[src/bcl_pkg.sv]
// bcl_pkg: shared constants and types for the button click / long-press block.
// No dependencies; every other file of the block refers to it by scoped names.

package bcl_pkg;

	// Fixed field widths
	localparam int LEVEL_W   = 4;
	localparam int EVENT_W   = 4;
	localparam int CNT_W     = 16;
	localparam int CFG_IDX_W = 8;
	localparam int CFG_DAT_W = 16;

	// Defaults
	localparam int BUTTONS_DEFAULT = 4;
	localparam logic [CNT_W-1:0] DEBOUNCE_RESET = 16'd10;
	localparam logic [CNT_W-1:0] LONG_PRESS_RESET = 16'd350;

	// Configuration register indexes
	localparam logic [CFG_IDX_W-1:0] REG_DEBOUNCE   = 8'd0;
	localparam logic [CFG_IDX_W-1:0] REG_LONG_PRESS = 8'd1;

	// Per-button events for the current tick
	typedef struct packed {
		logic click;
		logic long_press;
	} btn_evt_t;

endpackage

[src/bcl_in_if.sv]
// bcl_in_if: request channel carrying one tick of button pin levels.
// Depends on bcl_pkg for the field width.

interface bcl_in_if;
	logic                         valid;
	logic                         ready;
	logic [bcl_pkg::LEVEL_W-1:0]  button_levels;

	modport source (output valid, output button_levels, input ready);
	modport sink   (input valid, input button_levels, output ready);
endinterface

[src/bcl_out_if.sv]
// bcl_out_if: result channel carrying the click and long-press events of one tick.
// Depends on bcl_pkg for the field widths.

interface bcl_out_if;
	logic                         valid;
	logic                         ready;
	logic [bcl_pkg::EVENT_W-1:0]  click_events;
	logic [bcl_pkg::EVENT_W-1:0]  long_events;

	modport source (output valid, output click_events, output long_events, input ready);
	modport sink   (input valid, input click_events, input long_events, output ready);
endinterface

[src/bcl_cfg_if.sv]
// bcl_cfg_if: configuration write channel (register index and write data).
// Depends on bcl_pkg for the index and data widths.

interface bcl_cfg_if;
	logic                           valid;
	logic                           ready;
	logic [bcl_pkg::CFG_IDX_W-1:0]  index;
	logic [bcl_pkg::CFG_DAT_W-1:0]  data;

	modport source (output valid, output index, output data, input ready);
	modport sink   (input valid, input index, input data, output ready);
endinterface

[src/button_click_long_press_top.sv]
// button_click_long_press_top: click / long-press classifier for active-low buttons.
// Depends on bcl_pkg, bcl_in_if, bcl_out_if, bcl_cfg_if and bcl_button.

// Each request on samples is one tick carrying the pin level of every button
// (0 = pressed); each tick yields exactly one result on events, in the cycle after
// it is accepted, holding a click bit per button released after a debounced
// short press and a long bit per button on the tick its hold reaches
// long_press_ticks. The block takes one tick per cycle: every button's counter
// and marks update together as a tick is accepted, and the result sits in an output register,
// so samples.ready stays high unless a result is held waiting on events.ready.
// A press shorter than debounce_ticks gives nothing; counters saturate at 65535.
// Buttons numbered 4 and above read as pressed and their events are not visible.
// Write register 0 (debounce_ticks) or 1 (long_press_ticks) through cfg only
// while the block is idle; other indexes are ignored. cfg is always ready.

module button_click_long_press_top #(
	parameter int BUTTONS = bcl_pkg::BUTTONS_DEFAULT
) (
	input  logic         clk,
	input  logic         arst_n,
	bcl_in_if.sink       samples,
	bcl_out_if.source    events,
	bcl_cfg_if.sink      cfg
);

	// Configuration registers
	logic [bcl_pkg::CNT_W-1:0] debounce_q;
	logic [bcl_pkg::CNT_W-1:0] long_press_q;

	assign cfg.ready = 1'b1;

	always_ff @(posedge clk or negedge arst_n) begin
		if (!arst_n) begin
			debounce_q   <= bcl_pkg::DEBOUNCE_RESET;
			long_press_q <= bcl_pkg::LONG_PRESS_RESET;
		end else if (cfg.valid) begin
			// drop writes to unknown indexes
			if (cfg.index == bcl_pkg::REG_DEBOUNCE) begin
				debounce_q <= cfg.data;
			end else if (cfg.index == bcl_pkg::REG_LONG_PRESS) begin
				long_press_q <= cfg.data;
			end
		end
	end

	// Handshake: accept a tick whenever the output register is free or drains now
	logic out_valid_q;
	logic accept;

	assign samples.ready = !out_valid_q || events.ready;
	assign accept        = samples.valid && samples.ready;

	// Per-button cells
	bcl_pkg::btn_evt_t evt [BUTTONS];

	for (genvar b = 0; b < BUTTONS; b++) begin : g_btn
		logic pressed;
		if (b < bcl_pkg::LEVEL_W) begin : g_pin
			assign pressed = !samples.button_levels[b];
		end else begin : g_nopin
			// no pin in the field: reads level 0, i.e. held
			assign pressed = 1'b1;
		end

		bcl_button u_button (
			.clk              (clk),
			.arst_n           (arst_n),
			.en               (accept),
			.pressed          (pressed),
			.debounce_ticks   (debounce_q),
			.long_press_ticks (long_press_q),
			.evt              (evt[b])
		);
	end

	// Gather the visible event bits
	logic [bcl_pkg::EVENT_W-1:0] click_d, long_d;

	for (genvar i = 0; i < bcl_pkg::EVENT_W; i++) begin : g_evt
		if (i < BUTTONS) begin : g_used
			assign click_d[i] = evt[i].click;
			assign long_d[i]  = evt[i].long_press;
		end else begin : g_unused
			assign click_d[i] = 1'b0;
			assign long_d[i]  = 1'b0;
		end
	end

	// Output register
	logic [bcl_pkg::EVENT_W-1:0] click_q, long_q;

	always_ff @(posedge clk or negedge arst_n) begin
		if (!arst_n) begin
			out_valid_q <= 1'b0;
		end else if (accept) begin
			out_valid_q <= 1'b1;
		end else if (events.ready) begin
			out_valid_q <= 1'b0;
		end
	end

	// hold the payload until a new tick replaces it
	always_ff @(posedge clk) begin
		if (accept) begin
			click_q <= click_d;
			long_q  <= long_d;
		end
	end

	assign events.valid        = out_valid_q;
	assign events.click_events = click_q;
	assign events.long_events  = long_q;

	// Assertions
	a_result_follows: assert property (@(posedge clk) disable iff (!arst_n)
		accept |=> events.valid)
		else $error("accepted tick gave no result in the next cycle");

	a_ready_when_empty: assert property (@(posedge clk) disable iff (!arst_n)
		!events.valid |-> samples.ready)
		else $error("input stalled while output register is empty");

	a_no_click_and_long: assert property (@(posedge clk) disable iff (!arst_n)
		events.valid |-> ((events.click_events & events.long_events) == '0))
		else $error("button gave click and long press on the same tick");

	a_stall_holds: assert property (@(posedge clk) disable iff (!arst_n)
		(events.valid && !events.ready) |=> (events.valid && $stable(events.long_events)))
		else $error("held result changed before it was taken");

endmodule

[src/bcl_button.sv]
// bcl_button: hold counter and detected/down/long marks of one button.
// Depends on bcl_pkg; instantiated once per button by the top level.

module bcl_button (
	input  logic                        clk,
	input  logic                        arst_n,
	input  logic                        en,
	input  logic                        pressed,
	input  logic [bcl_pkg::CNT_W-1:0]   debounce_ticks,
	input  logic [bcl_pkg::CNT_W-1:0]   long_press_ticks,
	output bcl_pkg::btn_evt_t           evt
);

	logic [bcl_pkg::CNT_W-1:0] cnt_q, cnt_d, cnt_inc;
	logic det_q, det_d;
	logic down_q, down_d;
	logic long_q, long_d;

	// saturate at all ones
	assign cnt_inc = (cnt_q == '1) ? cnt_q : cnt_q + bcl_pkg::CNT_W'(1);

	always_comb begin
		cnt_d          = cnt_q;
		det_d          = det_q;
		down_d         = down_q;
		long_d         = long_q;
		evt.click      = 1'b0;
		evt.long_press = 1'b0;
		if (pressed) begin
			if (!long_q) begin
				cnt_d = cnt_inc;
				det_d = 1'b1;
				if (down_q) begin
					if (cnt_inc >= long_press_ticks) begin
						long_d         = 1'b1;
						evt.long_press = 1'b1;
					end
				end else if (cnt_inc >= debounce_ticks) begin
					down_d = 1'b1;
				end
			end
		end else if (det_q) begin
			evt.click = down_q && !long_q;
			cnt_d     = '0;
			det_d     = 1'b0;
			down_d    = 1'b0;
			long_d    = 1'b0;
		end
	end

	always_ff @(posedge clk or negedge arst_n) begin
		if (!arst_n) begin
			cnt_q  <= '0;
			det_q  <= 1'b0;
			down_q <= 1'b0;
			long_q <= 1'b0;
		end else if (en) begin
			cnt_q  <= cnt_d;
			det_q  <= det_d;
			down_q <= down_d;
			long_q <= long_d;
		end
	end

endmodule

[src/flat_wrapper.sv]
// flat-port wrapper written by rule: the top's interface ports become plain ports
module button_click_long_press_top_flat 
#(
	parameter int BUTTONS = bcl_pkg::BUTTONS_DEFAULT
)
  (clk, arst_n, samples_valid, samples_button_levels, samples_ready, events_valid, events_click_events, events_long_events, events_ready, cfg_valid, cfg_index, cfg_data, cfg_ready);
  bcl_in_if samples_i ();
  bcl_out_if events_i ();
  bcl_cfg_if cfg_i ();
  input  logic clk;
  input  logic arst_n;
  input wire logic [$bits(samples_i.valid)-1:0] samples_valid;
  input wire logic [$bits(samples_i.button_levels)-1:0] samples_button_levels;
  output wire logic [$bits(samples_i.ready)-1:0] samples_ready;
  output wire logic [$bits(events_i.valid)-1:0] events_valid;
  output wire logic [$bits(events_i.click_events)-1:0] events_click_events;
  output wire logic [$bits(events_i.long_events)-1:0] events_long_events;
  input wire logic [$bits(events_i.ready)-1:0] events_ready;
  input wire logic [$bits(cfg_i.valid)-1:0] cfg_valid;
  input wire logic [$bits(cfg_i.index)-1:0] cfg_index;
  input wire logic [$bits(cfg_i.data)-1:0] cfg_data;
  output wire logic [$bits(cfg_i.ready)-1:0] cfg_ready;
  assign samples_i.valid = samples_valid;
  assign samples_i.button_levels = samples_button_levels;
  assign samples_ready = samples_i.ready;
  assign events_valid = events_i.valid;
  assign events_click_events = events_i.click_events;
  assign events_long_events = events_i.long_events;
  assign events_i.ready = events_ready;
  assign cfg_i.valid = cfg_valid;
  assign cfg_i.index = cfg_index;
  assign cfg_i.data = cfg_data;
  assign cfg_ready = cfg_i.ready;
  button_click_long_press_top #(.BUTTONS(BUTTONS)) u_core (.clk(clk), .arst_n(arst_n), .samples(samples_i), .events(events_i), .cfg(cfg_i));
endmodule
[config.mk]
export PLATFORM = sky130hd
export DESIGN_NAME = button_click_long_press_top_flat
export DESIGN_NICKNAME = d
export VERILOG_FILES = /design/src/bcl_pkg.sv /design/src/bcl_in_if.sv /design/src/bcl_out_if.sv /design/src/bcl_cfg_if.sv /design/src/button_click_long_press_top.sv /design/src/bcl_button.sv /design/src/flat_wrapper.sv
export SDC_FILE = /design/constraint.sdc
export NUM_CORES = 1
export LEC_CHECK = 0
export BUFFER_PORTS_ARGS = -buffer_cell sky130_fd_sc_hd__buf_2
export CORE_MARGIN = 1.5
export CORE_UTILIZATION = 34
export CTS_CLUSTER_DIAMETER = 80
export CTS_CLUSTER_SIZE = 16
export DETAILED_ROUTE_END_ITERATION = 8
export PLACE_DENSITY = 0.56
export SYNTH_ARGS = -nofsm -noshare
export SYNTH_HDL_FRONTEND = slang
export SYNTH_HIERARCHICAL = 1
export SYNTH_SLANG_ARGS = --single-unit
[constraint.sdc]
create_clock -name clk -period 3.4 [get_ports clk]
set_input_delay 0.34 -clock clk [delete_from_list [all_inputs] [get_ports clk]]
set_output_delay 0.34 -clock clk [all_outputs]
set_load 0.005 [all_outputs]
## Yosys cells after proc, flatten, opt, wreduce, memory -nomap -nowiden

Cells that the tools add are included.

| word-level totals | value |
|---|---|
| input port bits | 33 |
| flip-flop bits (word level) | 117 |
| word-level logic and storage cells | 150 |
| output and inout bits | 11 |

| operators by class | value |
|---|---|
| equality and inequality tests | 13 |
| add/subtract/negate cells | 4 |
| reduce and logical (&&, ||, !) cells | 35 |
| muxes and demuxes | 62 |
| bitwise logic cells | 1 |
| $lt $le $gt $ge | 8 |

Operators by type and width:

| kind | count |
|---|---|
| $mux W16 | 16 |
| $ge A16 B16 Y1 | 8 |
| $add A16 B1 Y16 const B | 4 |
| $eq A16 B16 Y1 const B | 4 |
| $mux W1 | 46 |
| $reduce_and A2 Y1 | 13 |
| $reduce_and A3 Y1 | 5 |
| $eq A8 B1 Y1 const B | 1 |
| $logic_not A8 Y1 | 1 |
| $ne A2 B1 Y1 const B | 4 |
| $ne A2 B2 Y1 const B | 4 |
| $reduce_or A2 Y1 | 4 |
| $logic_and A1 B1 Y1 | 5 |
| $logic_not A1 Y1 | 5 |
| $reduce_bool A2 Y1 | 1 |
| $logic_or A1 B1 Y1 | 1 |
| $not A1 Y1 | 1 |

## Depth between registers and ports, before layout

| logic depth | value |
|---|---|
| word-level depth | 7 |
| mapped depth | 13 |
| depth with buffers taken out | 12 |

## Hierarchy

Netlist, hierarchy kept.

Modules (own cells, without submodules):

| module | cells each | instances | area an instance (µm²) | seq. area each (µm²) |
|---|---|---|---|---|
| bcl_button (u_core.g_btn[0].u_button ...) | 269 | 3 | 2,180.8 | 475.5 |
| bcl_button (u_core.g_btn[1].u_button) | 263 | 1 | 2,120.8 | 475.5 |
| button_click_long_press_top | 90 | 1 | 1,599.0 | 1,076.0 |

## Worst setup path before layout

No wires, ideal clock.

| timing path | value |
|---|---|
| path kind | flip-flop to flip-flop |
| from | reg u_core/g_btn[1].u_button/cnt_q[0] (netlist name) |
| to | reg u_core.long_q, in the netlist u_core/events.long_events[1] (data pin) |
| data required time | 3.145 ns |
| buffers on the path | 1 |
| period minus slack after synthesis | 3.020 ns |
| stages on the path, launching flop included | 12 |
| library setup time | 0.255 ns |
| path slack | 0.380 ns |
| arrival | 2.765 ns |
| cells stage by stage | dfrtp_1 ha_1 nand2_1 nor3_4 and2_1 buf_6 mux2_2 ha_1 a2111oi_0 o311a_1 o21ai_0 and3_1 |

| on the way | value |
|---|---|
| longest elaborated chain between the ends | 5 |
| elaborated cells between the ends (all ways) | 6 |
| those cells by class | 1 x add/sub; 1 x order compare; 1 x eq/ne; 3 x mux |

Ends and longest elaborated chain:

| element | line | source |
|---|---|---|
| start: declaration | bcl_button.sv:14 | `logic [bcl_pkg::CNT_W-1:0] cnt_q, cnt_d, cnt_inc;` |
| start signal: assignment | bcl_button.sv:58 | `cnt_q <= cnt_d;` |
| $add A16 B1 Y16 or $eq A16 B16 Y1 (tied branches) | bcl_button.sv:20 | `assign cnt_inc = (cnt_q == '1) ? cnt_q : cnt_q + bcl_pkg::CNT_W'(1);` |
| $mux W16 (*) | bcl_button.sv:20 |  |
| $ge A16 B16 Y1 (*) | bcl_button.sv:34 | `if (cnt_inc >= long_press_ticks) begin` |
| $mux W1 (*) | bcl_button.sv:34 |  |
| $mux W1 (*) | -- |  |
| end signal: assignment | button_click_long_press_top.sv:106 | `long_q <= long_d;` |
| end: declaration | button_click_long_press_top.sv:90 | `logic [bcl_pkg::EVENT_W-1:0] click_q, long_q;` |

Every way passes the cells marked *; elsewhere a longest branch is shown, timed or not.
A chain may end at the register's enable or synchronous reset.

## Final worst setup path

| timing path | value |
|---|---|
| from | reg u_core/g_btn[2].u_button/cnt_q[10] (netlist name) |
| to | reg u_core.long_q, in the netlist u_core/events.long_events[2] (data pin) |

| on the way | value |
|---|---|
| longest elaborated chain between the ends | 5 |
| elaborated cells between the ends (all ways) | 6 |
| those cells by class | 1 x add/sub; 1 x order compare; 1 x eq/ne; 3 x mux |

Ends and longest elaborated chain:

| element | line |
|---|---|
| start: declaration | bcl_button.sv:14 |
| start signal: assignment | bcl_button.sv:58 |
| $add A16 B1 Y16 or $eq A16 B16 Y1 (tied branches) | bcl_button.sv:20 |
| $mux W16 (*) | bcl_button.sv:20 |
| $ge A16 B16 Y1 (*) | bcl_button.sv:34 |
| $mux W1 (*) | bcl_button.sv:34 |
| $mux W1 (*) | -- |

Marks and branches as above.

==> impl_metrics.toml <==
[layout]
drive_gt1_frac = 0.166
area.growth.synth_to_final_pct = 12.4
num_antenna_cells = 0
post-route-util = 0.389
layout.nets = 1366
fin_cells = 1604
finish.instance_area_um2 = 11500
fillers = 3008

[sta]
fin_crit_sh = 0.949
setup_viol = 0
fin_worst_skew_ns = 0.00857
hold_viol = 0
rsz0062_at_grt = "yes"
worst_slew_pin_slew_ns = 1.04
maxSlewHeadroom = 0.303
drv_slew = 0
fmax_mhz = 310
min_period_ns = 3.23

[detailed_routing]
drt_iter0_markers = 632
drcViolationCount = 0
first_pass_iters = 7
viasPerCell = 5.31
drtAntennaViolNets = 0
routedWlPerCell_um = 17.1
vias = 8510
wirelength_um = 27400

[critical_path]
startpoint_type = "flip-flop"
slowest_stage = "dfrtp_1"
arrival_ns = 3.51
required_ns = 3.68
crit_path_end_kind = "flip-flop"
worst-path-stages = 11
path_common_cell = "or2_1"
crit_end = "u_core/events.long_events[2]"
path_buf_inv = 0
reg2reg_to = "u_core/events.long_events[2]"
slowest_delay_ns = 0.46
startpoint = "u_core/g_btn[2].u_button/cnt_q[10]"
cp_max_fo = 8
crit_chain = "nand3_2 > or2_1 > or2_1 > and3_4 > xor2_1 > ha_1 > o21a_1 > nor2_1 > o311a_1 > o31ai_1 > and3_1"
reg2reg_depth = 11
path_class = "flip-flop to flip-flop"
crit_family = "simple AND/OR/NAND/NOR gates"
r2r_start = "u_core/g_btn[2].u_button/cnt_q[10]"
ff2ff_setup_slack_ns = 0.17

[global_route]
gr-total-overflow = 0
grt_max_degree = 78
grt_pass1_vias = 8276
grt_usage = 0.180
antenna_found_initial = 0
grt_pass1_wl_um = 43800

[clock_network]
tritoncts = "done"
cts_sinks = 117
cts_root_buf = "clkbuf_16"
clk_pin_slew_ns = 0.06
clk_path_buf_depth = 2
h-tree-depth = 4
clock_latency_ns = 0.42
cts_made_buffers = 17

[synth]
synth-edff-count = 8
syn_area_per_cell_um2 = 8.85
syn_inst = 1160
synth_top_area_share = 0.246
synth.yosys.seq_area_share = 0.290
synth_warnings = 6
syn-cell-area_um2 = 10300
syn_nets = 1325
synth_cell_types = 75
ys_ff_latch = 117
synthArstFlopShare = 0.932
yosysMostFrequentCell = "inv_1"
synth.area.top_cells = "dfrtp_1 25%, ha_1 16%, inv_1 5.3%, a21oi_1 4.6%, nand2_1 3.5%"
synth_common_cells = "144 x inv_1, 132 x ha_1, 101 x dfrtp_1, 96 x nand2_1, 95 x a21oi_1"
post-synth-top-area-cell = "dfrtp_1"
ys.flop_type = "dfrtp_1"

[hold_path]
hp-class = "primary input to flip-flop"
hp-start = "samples_valid"

[floorplanning]
die_height_um = 177
die_area_um2 = 31200
std_cell_rows = 63
die_w_um = 177
pin_count = 44
start_util = 0.346
core_region_area_um2 = 29600

[flow_run]
drv_cap = 0

[placed_design]
placed_area_um2 = 10900
gp_congestion = 0.832
io_buffers = 42
post-place-cells = 1571
hpwl_um = 20100

[status]
outcome = "finished clean"

[pwr]
ir_drop_uv = 257
p_per_area_nw_per_um2 = 489
p_leak_uw = 0.00512
[per-stage QoR]
step	setup TNS (ns)	hold slack [ns]	power, uW	worst slack (ns)
2_1_floorplan	0	0.0444	3120	0.380
3_5_place_dp	0	0.337	3650	0.166
4_1_cts	0	0.116	5650	0.149
5_1_grt	-0.00653	0.132	6030	-0.00653
3_3_place_gp	0	0.344	3600	0.215
6_report	0	0.127	5640	0.172
[how the worst min path moves through the flow]
stage	to	slack, ns	cells after the start
after floorplan	u_core/debounce_q[0]	0.04	0
after global placement	u_core/g_btn[0].u_button/cnt_q[5]	0.34	1
after detailed placement	u_core/g_btn[0].u_button/cnt_q[5]	0.34	1
after CTS	u_core/events.valid	0.12	2
after global routing	u_core/events.valid	0.13	2
final	u_core/events.valid	0.13	2
[area by class of cell]
| cell class | count | area, um2 | share of cell area |
|---|---|---|---|
| repair buffers | 67 | 415 | 0.0360 |
| well taps | 390 | 488 | 0.0423 |
| clock inverters | 11 | 146 | 0.0127 |
| flip-flops and latches | 117 | 2980 | 0.258 |
| inverters | 144 | 541 | 0.0469 |
| clock buffers | 21 | 492 | 0.0426 |
| multi-input cells | 854 | 6470 | 0.561 |
[worst reg2reg max path, cell delays in order, from the launching register on]
cell and delay, ns:
dfrtp_1 0.46, nand3_2 0.18, or2_1 0.27, or2_1 0.37, and3_4 0.24, xor2_1 0.16
ha_1 0.29, o21a_1 0.11, nor2_1 0.04, o311a_1 0.38, o31ai_1 0.36, and3_1 0.23
[flip-flops by register name (all words and copies together), names as in the netlist]
signal and cells:
u_core/g_btn.u_button/long_q 4, u_core/events.click_events 4, u_core/long_press_q 16, u_core/events.valid 1, u_core/debounce_q 16, u_core/g_btn.u_button/det_q 4, u_core/events.long_events 4, u_core/g_btn.u_button/cnt_q 64
u_core/g_btn.u_button/down_q 4
[where the power goes]
part	total [uW]	switching (uW)	internal, uW
Sequential	1840	260	1580
Combinational	1820	997	827
Clock	1970	719	1250
Total	5640	1980	3660
[layer usage]
| layer | part of all wire | global-route usage | wire [um] | up-vias |
|---|---|---|---|---|
| li1 | - | - | - | 4240 |
| met1 | 0.50 | 0.253 | 13700 | 4064 |
| met2 | 0.45 | 0.288 | 12400 | 177 |
| met3 | 0.035 | 0.0271 | 958 | 29 |
| met4 | 0.016 | 0.0463 | 427 | 0 |
| met5 | 0 | 0 | 0 | - |
[cell families after synthesis]
group,Yosys count,synth area share
xor gates and xnor gates,43,0.0367
adders and majority gates,132,0.161
DFF,117,0.290
AOI/OAI and AO/OA,280,0.178
and+or+nand+nor,361,0.208
other,1,0.000365
muxes,37,0.0443
buffers and inverters,189,0.0814
[placed cells by master (no fill, tap or decap), types with 6 or more instances in the layout]
cell	n
dfrtp_1	99
a41o_1	7
clkbuf_16	18
nor4_1	16
o21ai_1	18
nor2b_1	11
nor3_1	14
edfxtp_1	8
nand2b_1	11
inv_1	144
a21oi_1	95
buf_4	24
a21o_1	13
o21ai_0	40
nand4_1	22
or3_1	8
nand3_2	10
ha_1	131
o21a_1	11
nor3b_1	6
nand2_1	96
a2111oi_0	9
and3_1	15
mux2_2	24
a31oi_1	20
nand3_1	21
o41ai_1	10
xor2_1	22
buf_2	41
xnor2_1	20
or2_1	6
a22o_1	10
mux2_4	10
dfstp_2	8
and2_1	9
nor2_1	69
[repair_timing]
action / in CTS / in global routing
setup endpoints to repair: 0 / 7
hold buffers: 1 / 0
gates resized for setup: 0 / 9
endpoints found under the hold margin: 32 / 0
setup buffers: 0 / 0
No activity file was read; power rests on OpenSTA's default activity.
